### config.mk
export PLATFORM = sky130hd
export DESIGN_NAME = node_interview_sequencer
export DESIGN_NICKNAME = d
export VERILOG_FILES = /design/src/design/nis_pkg.sv /design/src/design/node_interview_sequencer.sv /design/src/design/nis_step.sv
export SDC_FILE = /design/constraint.sdc
export NUM_CORES = 2
export LEC_CHECK = 0
export BUFFER_PORTS_ARGS = -buffer_cell sky130_fd_sc_hd__buf_2
export CORE_UTILIZATION = 50
export CTS_CLUSTER_DIAMETER = 100
export DETAILED_ROUTE_END_ITERATION = 10
export GPL_ROUTABILITY_DRIVEN = 0
export PLACE_DENSITY = 0.7
export SLEW_MARGIN = 20
export SYNTH_ARGS = -nofsm -noshare
export SYNTH_HDL_FRONTEND = slang
export SYNTH_SLANG_ARGS = --single-unit
export TNS_END_PERCENT = 10
### constraint.sdc
create_clock -name clk -period 17.9 [get_ports clk]
set_input_delay 3.58 -clock clk [delete_from_list [all_inputs] [get_ports clk]]
set_output_delay 3.58 -clock clk [all_outputs]
set_load 0.01 [all_outputs]
### src/design/nis_pkg.sv
// ----------------------------------------------------------------------------
// nis_pkg
// Shared types, codes and step-list helpers of the node interview sequencer.
// ----------------------------------------------------------------------------
package nis_pkg;

    // event codes
    localparam logic [1:0] OP_INCLUDED = 2'd0;
    localparam logic [1:0] OP_SECURITY = 2'd1;
    localparam logic [1:0] OP_REPORT   = 2'd2;

    // interview steps
    localparam logic [1:0] STEP_MFR       = 2'd0;
    localparam logic [1:0] STEP_VERSION   = 2'd1;
    localparam logic [1:0] STEP_ENDPOINTS = 2'd2;
    localparam logic [1:0] STEP_PLUS      = 2'd3;

    // result kinds
    localparam logic KIND_GET      = 1'b0;
    localparam logic KIND_COMPLETE = 1'b1;

    // one input event
    typedef struct packed {
        logic [1:0] op;
        logic [7:0] node;
        logic       mc;
        logic       pi;
        logic       sec;
        logic [3:0] scheme;
        logic [1:0] rep;
    } item_t;

    // session entry, minus the valid bit (kept in flops)
    typedef struct packed {
        logic       started;
        logic [1:0] pos;
        logic       mc;
        logic       pi;
    } entry_t;

    // update computed for one event
    typedef struct packed {
        logic       we;
        logic       valid;
        entry_t     entry;
        logic       emit;
        logic       kind;
        logic [1:0] step;
    } upd_t;

    // number of steps in the plan: 2..4
    function automatic logic [2:0] plan_length(input entry_t e);
        plan_length = 3'd2 + {2'b00, e.mc} + {2'b00, e.pi};
    endfunction

    // step found at a plan position
    function automatic logic [1:0] step_at(input entry_t e, input logic [1:0] p);
        logic [1:0] s;
        unique case (p)
            2'd0: s = STEP_MFR;
            2'd1: s = STEP_VERSION;
            2'd2: s = e.mc ? STEP_ENDPOINTS : STEP_PLUS;
            default: s = STEP_PLUS;
        endcase
        step_at = s;
    endfunction

endpackage

### src/design/node_interview_sequencer.sv
// ----------------------------------------------------------------------------
// node_interview_sequencer
// Per-node interview sessions driven by inclusion, security and report events.
// ----------------------------------------------------------------------------
//  channel | dir | tdata (low bit up)                          | tuser
//  s_*     | in  | node_id, has_multi_channel, has_plus_info,  | op
//          |     | has_security, security_scheme, report_step  |
//  m_*     | out | out_node, request_step                      | result_kind
//
//  One beat accepted per cycle unless a stalled output holds the stages; an
//  accepted beat passes through the stage one register, then the output register.
//  Stage one reads the session memory (registered read), stage two updates
//  the entry and loads the output register; a bypass covers same-node beats.
//  Reset clears the valid flops of all slots at once; no clearing pass.
//  A stalled output holds stage two, and stage one holds behind it.
// ----------------------------------------------------------------------------
module node_interview_sequencer
#(
    parameter int NODE_SLOTS = 256
)
(
    input  logic        clk,
    input  logic        rst_n,
    input  logic        s_tvalid,
    output logic        s_tready,
    input  logic [23:0] s_tdata,   // node_id[7:0], has_multi_channel[8], has_plus_info[9],
                                   // has_security[10], security_scheme[14:11],
                                   // report_step[16:15], zero[23:17]
    input  logic [1:0]  s_tuser,   // op[1:0]
    output logic        m_tvalid,
    input  logic        m_tready,
    output logic [15:0] m_tdata,   // out_node[7:0], request_step[9:8], zero[15:10]
    output logic        m_tuser    // result_kind
);

    localparam int SLOT_W = $clog2(NODE_SLOTS);

    nis_pkg::item_t  in_item;
    nis_pkg::item_t  s1_item_reg;
    logic            s1_valid_reg;
    nis_pkg::entry_t rd_reg;
    logic            byp_reg;
    nis_pkg::entry_t byp_data_reg;
    logic [NODE_SLOTS-1:0] valid_reg;
    nis_pkg::entry_t mem [NODE_SLOTS];

    logic            out_valid_reg;
    logic [7:0]      out_node_reg;
    logic            out_kind_reg;
    logic [1:0]      out_step_reg;

    logic            acc;
    logic            advance;
    logic            in_range;
    logic            mem_we;
    logic [SLOT_W-1:0] acc_idx;
    logic [SLOT_W-1:0] s1_idx;
    nis_pkg::entry_t cur;
    nis_pkg::upd_t   upd;

    // input unpack
    assign in_item.op     = s_tuser;
    assign in_item.node   = s_tdata[7:0];
    assign in_item.mc     = s_tdata[8];
    assign in_item.pi     = s_tdata[9];
    assign in_item.sec    = s_tdata[10];
    assign in_item.scheme = s_tdata[14:11];
    assign in_item.rep    = s_tdata[16:15];

    // handshake
    assign advance  = !out_valid_reg || m_tready;
    assign s_tready = !s1_valid_reg || advance;
    assign acc      = s_tvalid && s_tready;

    assign acc_idx  = in_item.node[SLOT_W-1:0];
    assign s1_idx   = s1_item_reg.node[SLOT_W-1:0];
    assign in_range = ({1'b0, s1_item_reg.node} < 9'(NODE_SLOTS));
    assign mem_we   = s1_valid_reg && advance && in_range && upd.we;

    // current entry, forwarded when the previous beat wrote the same slot
    assign cur = byp_reg ? byp_data_reg : rd_reg;

    nis_step u_step
    (
        .item      (s1_item_reg),
        .cur_valid (valid_reg[s1_idx]),
        .cur       (cur),
        .upd       (upd)
    );

    // session memory
    always_ff @(posedge clk)
    begin
        if (mem_we)
        begin
            mem[s1_idx] <= upd.entry;
        end
        if (acc)
        begin
            rd_reg <= mem[acc_idx];
        end
    end

    // stage one payload and bypass data
    always_ff @(posedge clk)
    begin
        if (acc)
        begin
            s1_item_reg  <= in_item;
            byp_data_reg <= upd.entry;
        end
    end

    // control: stage valid, bypass flag, slot valid bits
    always_ff @(posedge clk or negedge rst_n)
    begin
        if (!rst_n)
        begin
            s1_valid_reg <= 1'b0;
            byp_reg      <= 1'b0;
            valid_reg    <= '0;
        end
        else
        begin
            if (acc)
            begin
                s1_valid_reg <= 1'b1;
                byp_reg      <= mem_we && (s1_idx == acc_idx);
            end
            else if (advance)
            begin
                s1_valid_reg <= 1'b0;
                byp_reg      <= 1'b0;
            end
            if (mem_we)
            begin
                valid_reg[s1_idx] <= upd.valid;
            end
        end
    end

    // output register
    always_ff @(posedge clk or negedge rst_n)
    begin
        if (!rst_n)
        begin
            out_valid_reg <= 1'b0;
        end
        else if (advance)
        begin
            out_valid_reg <= s1_valid_reg && in_range && upd.emit;
        end
    end

    always_ff @(posedge clk)
    begin
        if (advance)
        begin
            out_node_reg <= s1_item_reg.node;
            out_kind_reg <= upd.kind;
            out_step_reg <= upd.step;
        end
    end

    assign m_tvalid = out_valid_reg;
    assign m_tdata  = {6'd0, out_step_reg, out_node_reg};
    assign m_tuser  = out_kind_reg;

    // checks
    a_complete_step_zero: assert property (@(posedge clk) disable iff (!rst_n)
        (m_tvalid && (m_tuser == nis_pkg::KIND_COMPLETE)) |-> (m_tdata[9:8] == 2'd0))
        else $error("complete result carries nonzero step");

    a_accept_loads_stage: assert property (@(posedge clk) disable iff (!rst_n)
        acc |=> s1_valid_reg)
        else $error("accepted beat lost from stage one");

    a_stage_holds: assert property (@(posedge clk) disable iff (!rst_n)
        (s1_valid_reg && !advance) |=> (s1_valid_reg && $stable(s1_item_reg)))
        else $error("stage one changed while stalled");

    a_write_needs_advance: assert property (@(posedge clk) disable iff (!rst_n)
        mem_we |-> (s1_valid_reg && advance))
        else $error("session write without a moving beat");

    a_bypass_needs_stage: assert property (@(posedge clk) disable iff (!rst_n)
        byp_reg |-> s1_valid_reg)
        else $error("bypass armed with empty stage");

endmodule

### src/design/nis_step.sv
// ----------------------------------------------------------------------------
// nis_step
// Next-state and result logic for one event against one session entry.
// ----------------------------------------------------------------------------
module nis_step
(
    input  nis_pkg::item_t  item,
    input  logic            cur_valid,
    input  nis_pkg::entry_t cur,
    output nis_pkg::upd_t   upd
);

    logic [2:0] len;
    logic [2:0] next_pos;
    logic       match;

    // report bookkeeping
    assign len      = nis_pkg::plan_length(cur);
    assign next_pos = {1'b0, cur.pos} + 3'd1;
    assign match    = cur_valid && cur.started && ({1'b0, cur.pos} < len)
                      && (nis_pkg::step_at(cur, cur.pos) == item.rep);

    // event decode
    always_comb
    begin
        upd       = '0;
        upd.valid = cur_valid;
        upd.entry = cur;
        upd.kind  = nis_pkg::KIND_GET;
        upd.step  = nis_pkg::STEP_MFR;
        unique case (item.op)
            nis_pkg::OP_INCLUDED:
            begin
                upd.we            = 1'b1;
                upd.valid         = 1'b1;
                upd.entry.started = !item.sec;
                upd.entry.pos     = 2'd0;
                upd.entry.mc      = item.mc;
                upd.entry.pi      = item.pi;
                upd.emit          = !item.sec;
            end
            nis_pkg::OP_SECURITY:
            begin
                if ((item.scheme != 4'd0) && cur_valid && !cur.started)
                begin
                    upd.we            = 1'b1;
                    upd.entry.started = 1'b1;
                    upd.entry.pos     = 2'd0;
                    upd.emit          = 1'b1;
                end
            end
            nis_pkg::OP_REPORT:
            begin
                if (match)
                begin
                    upd.we   = 1'b1;
                    upd.emit = 1'b1;
                    if (next_pos >= len)
                    begin
                        // last step done: free the session
                        upd.valid = 1'b0;
                        upd.entry = '0;
                        upd.kind  = nis_pkg::KIND_COMPLETE;
                    end
                    else
                    begin
                        upd.entry.pos = next_pos[1:0];
                        upd.step      = nis_pkg::step_at(cur, next_pos[1:0]);
                    end
                end
            end
            default:
            begin
                // unused op: no effect
                upd.we = 1'b0;
            end
        endcase
    end

endmodule

Yosys cells after proc, flatten, opt, wreduce, memory -nomap -nowiden --
Memory sizes are Yosys's and may differ from the RTL's. A register that Yosys moved wholly into a read port is not among the register bits. Index checks and enable logic that the tools add are counted.
Storage, ports and cells: register bits after elaboration 294, latch bits 0, bits in writable memories 1280, ROM bits 0, input port bits 30, output and inout bits 19, word-level logic and storage cells 87, memories 1
Operators by class: add/subtract/negate cells 3, $mul 0, divide/modulo/power cells 0, magnitude comparators 4, equality and inequality tests 8, shift-type cells 0, multiplexer cells 27, bitwise gates (word level) 2, reductions and logical operators 24
Memory list:
- mem | words 256, width 5, rd ports 1, clocked after memory_dff 1, wr ports 1, line node_interview_sequencer.sv:45 | nis_pkg::entry_t mem [NODE_SLOTS];
Operator list (number):
- 256-bit bitwise mux | 1
- 2-bit one-hot mux with 3 select lines | 2
- 1-bit logical AND | 11
- 11-bit two-way mux | 1
- 1-bit two-way mux | 10
- 8-bit by 9-bit less-than comparator with 1-bit output (second input constant) | 1
- 3-bit one-hot mux with 3 select lines | 1
- 1-bit binary-select mux with 8-bit select | 1
- 1-bit demux with 8-bit select | 1
- 8-bit equality test | 1
- 8-bit by 1-bit greater-or-equal comparator with 1-bit output (second input constant) | 1
- 2-bit two-way mux | 4
- 2-bit by 1-bit equality test with 1-bit output (second input constant) | 3
- 2-bit equality test (second input constant) | 3
- 2-bit zero test | 3
- 1-bit one-hot mux with 3 select lines | 2
- 5-bit two-way mux | 1
- 1-bit zero test | 4
- 2-bit one-hot mux with 2 select lines | 1
- 4-bit nonzero test | 1
- 2-bit by 1-bit adder with 3-bit output (first input constant) | 1
- 2-bit by 1-bit adder with 3-bit output (second input constant) | 1
- 3-bit by 1-bit adder with 3-bit output | 1
- 3-bit greater-or-equal comparator | 1
- 9 further kinds | 11

Logic depth before layout (Yosys ltp) --
word-level depth 11, depth in mapped cells 16, mapped depth without buffers 13

Hierarchy --
Synthesis repeated with hierarchy kept, for this count alone.
Second synthesis, totals: cell total of the unflattened synthesis 3540, area, all modules 64214.1 um^2
Modules (own cells, without submodules):
- node_interview_sequencer | times used 1, cells an instance 3483, area an instance 63813.7 um^2, sequential area each 46119.2 um^2
- nis_step | times used 1, cells an instance 57, area an instance 400.4 um^2, sequential area each 0.0 um^2

Least setup slack after synthesis --
No wires, ideal clock.
kind flip-flop to flip-flop, start point register s1_item_reg (netlist bit s1_idx[0]), end point register byp_data_reg[4] in the netlist's numbering, data pin, setup time 2254 ps, arrival 12946 ps, required time 15646 ps, setup slack 2700 ps, stages on the path, launching flop included 10, buffers on the path 2, clock period less this slack 15200 ps, cells stage by stage edfxtp_1 -> buf_4 -> mux4_2 -> mux4_2 -> a2111oi_2 -> o2111ai_2 -> nand2_1 -> buf_2 -> nor2_1 -> a211oi_1
RTL lines:
- from (decl) | line node_interview_sequencer.sv:39 | nis_pkg::item_t s1_item_reg;
- from (signal assigned) | line node_interview_sequencer.sv:109 | s1_item_reg <= in_item;
- to (signal assigned) | line node_interview_sequencer.sv:110 | byp_data_reg <= upd.entry;
- to (decl) | line node_interview_sequencer.sv:43 | nis_pkg::entry_t byp_data_reg;

==> reports/metrics.yaml <==
floorplanning:
  die_h_um: 360
  core_area_um2: 126000
  start_util_pct: 50.7
  design.portCount: 49
  rows: 130
  die-area_um2: 129000
  dieWidth_um: 360
route:
  viasPerCell: 6.43
  vias: 32200
  drtPass1Iterations: 6
  drt_iter0_markers: 3980
  ant_nets: 0
  wire_per_inst_um: 30.1
  drc: 0
  wl_um: 151000
synthesis:
  ys.flop_type: "edfxtp_1"
  synth_edf_count: 1320
  synth_area_um2: 63900
  synth_area_leaders: "edfxtp_1 (62%), mux4_2 (17%), dfrtp_1 (10%)"
  synth_most_common_cell: "edfxtp_1"
  synth-seq-cells: 1579
  synth.yosys.seq_area_share_pct: 72.1
  yosys_warnings: 0
  synth_top_area_cell: "edfxtp_1"
  yosysTopAreaCellShare_pct: 62.0
  post_synth_num_cell_types: 55
  synthTopCellsByCount: "edfxtp_1 (1320), mux4_2 (485), dfrtp_1 (259)"
  avgSynthCellArea_um2: 20.0
  async_flop_share_pct: 16.4
  synthCells: 3205
timing:
  hold_viol_final: 0
  worst_slew_pin_slew_ns: 1.28
  fin_crit_ns: 8.53
  post-route-period-util_pct: 47.7
  slew_headroom_pct: 14.4
  tns_ns: 0
  clock_skew_ns: 0.0294
  drv_slew: 0
  fmax_mhz: 117
  rsz0062_at_grt: "false"
  setup_viol: 0
layout:
  stdcell_count: 5007
  fill_cells: 9135
  syn2layout_area_growth_pct: 11.1
  largest_reg_flops: 1280
  final_nets: 3265
  utilization_pct: 56.3
  drive_above_1_share_pct: 29.0
clock_tree:
  htree_levels: 4
  cts_tree: "built"
  post_cts_buffers: 0
  clk_path_buf_depth: 3
  cts_sinks: 1579
  clk-insertion-delay-late_ns: 0.77
  cts-root-buf: "clkbuf_16"
  cts_made_buffers: 158
  clk_pin_slew_ns: 0.06
  hold_buffers: 0
  ctsResizeCount: 0
placement:
  port_buffers: 35
  placed_cells: 4713
  dp_hpwl_um: 94000
power_and_ir_drop:
  vdd_ir_drop_max_v: 0.000103
  power_density_nw_per_um2: 110
  power_leakage_nw: 23.6
worst_setup_path:
  critical-path-max-stage-delay_ns: 0.85
  critPathCaptureType: "register"
  cp.arrival_ns: 9.03
  cp_cell_sequence: "buf_8 > buf_4 > buf_4 > buf_4 > mux4_2 > mux4_2 > mux4_2 > mux4_2"
  crit_top_cell: "mux4_2"
  cp_max_fo: 71
  cp-start-kind: "input port"
  critical_path_class: "input port to register"
  critPathLaunch: "s_tdata[0]"
  required_ns: 18.40
  slowest_stage: "buf_4"
  reg2reg_from: "s1_idx[1]"
global_route:
  gr-usage-all-layers_pct: 23.6
  grt_first_pass_wirelength_um: 224000
  grt_pass1_vias: 33500
  grt-ovfl-total: 0
  grt_max_degree: 134
  antenna_found_initial: 8
run:
  maxCapViolCount: 0
outcome:
  outcome: "completed"
min_path:
  min-delay-start: "valid_reg[232]"
  worst_hold_path_type: "register to register"
[per-layer routing]
layer	up-vias	routed length, µm	global-route usage (%)
li1	13200	-	-
met4	4	4680	8.02
met2	1576	73700	37.5
met5	-	26	0
met3	274	13000	4.46
met1	17200	59300	32.9
[critical path, delay by kind of cell]
kind / cells / cell delay (ns)
buf+inv: 4 / 3.01
mux: 4 / 2.30
[area by class of cell]
class                           instances  area (µm²)  share of cell area (%)
Antenna cell                            2        5.00                 0.00704
Clock buffer                          228        4480                    6.30
Clock inverter                         62         489                   0.689
Inverter                               12        45.0                  0.0634
Multi-Input combinational cell       1375       17100                    24.1
Sequential cell                      1579       46100                    64.9
Tap cell                             1650        2060                    2.91
Timing Repair Buffer                   99         738                    1.04
[layout by cell type, fill, tap and decap left out, types with 58 or more instances in the layout]
cell type,count
a21oi_1,199
buf_4,62
clkbuf_16,165
dfrtp_1,259
edfxtp_1,1320
mux2_1,77
mux2_2,88
mux4_2,485
nor2_1,127
nor3_1,100
nor3_2,58
[cell families (layout without fill, tap and decap cells)]
group / Yosys count / count (layout) / share of synthesized area, %
flip-flops: 1579 / 1579 / 72.1
multiplexers: 681 / 681 / 20.5
AND/OR/NAND/NOR: 413 / 413 / 3.05
AO/OA/AOI/OAI: 257 / 257 / 2.27
buffers and inverters: 256 / 401 / 1.77
adder cells (fa/ha/maj): 10 / 10 / 0.196
XOR/XNOR: 8 / 8 / 0.110
other: 1 / 8 / 0.00586
[where the power goes]
group / switching [mW] / total, mW / internal (mW)
clock network: 1.34 / 3.17 / 1.83
logic: 0.364 / 0.527 / 0.162
registers: 0.0210 / 4.13 / 4.11
total: 1.72 / 7.83 / 6.11
[stage by stage]
| stage | setup slack [ns] | instance area [µm²] | power, mW | hold slack, ns |
|---|---|---|---|---|
| after global routing | 8.91 | 71000 | 8.05 | 0.506 |
| after floorplan | 2.70 | 64000 | 4.59 | 0.424 |
| final | 9.37 | 71000 | 7.83 | 0.483 |
| after global placement | 8.50 | 65800 | 4.71 | 0.461 |
| after detailed placement | 8.44 | 65800 | 4.73 | 0.472 |
| after CTS | 9.19 | 70800 | 7.87 | 0.482 |
[path summary, 6_finish.rpt]
check	endpoint	slack [ns]	depth (start not counted)
setup / recovery	rd_reg[1]	9.37	8
hold / removal	valid_reg[232]	0.48	1
setup reg to reg	mem[41][0]	10.33	11
hold reg to reg	valid_reg[232]	0.48	1
max in group asynchronous	valid_reg[52]	13.58	2
min in group asynchronous	valid_reg[214]	2.86	1
(Power assumes the default switching activity.)
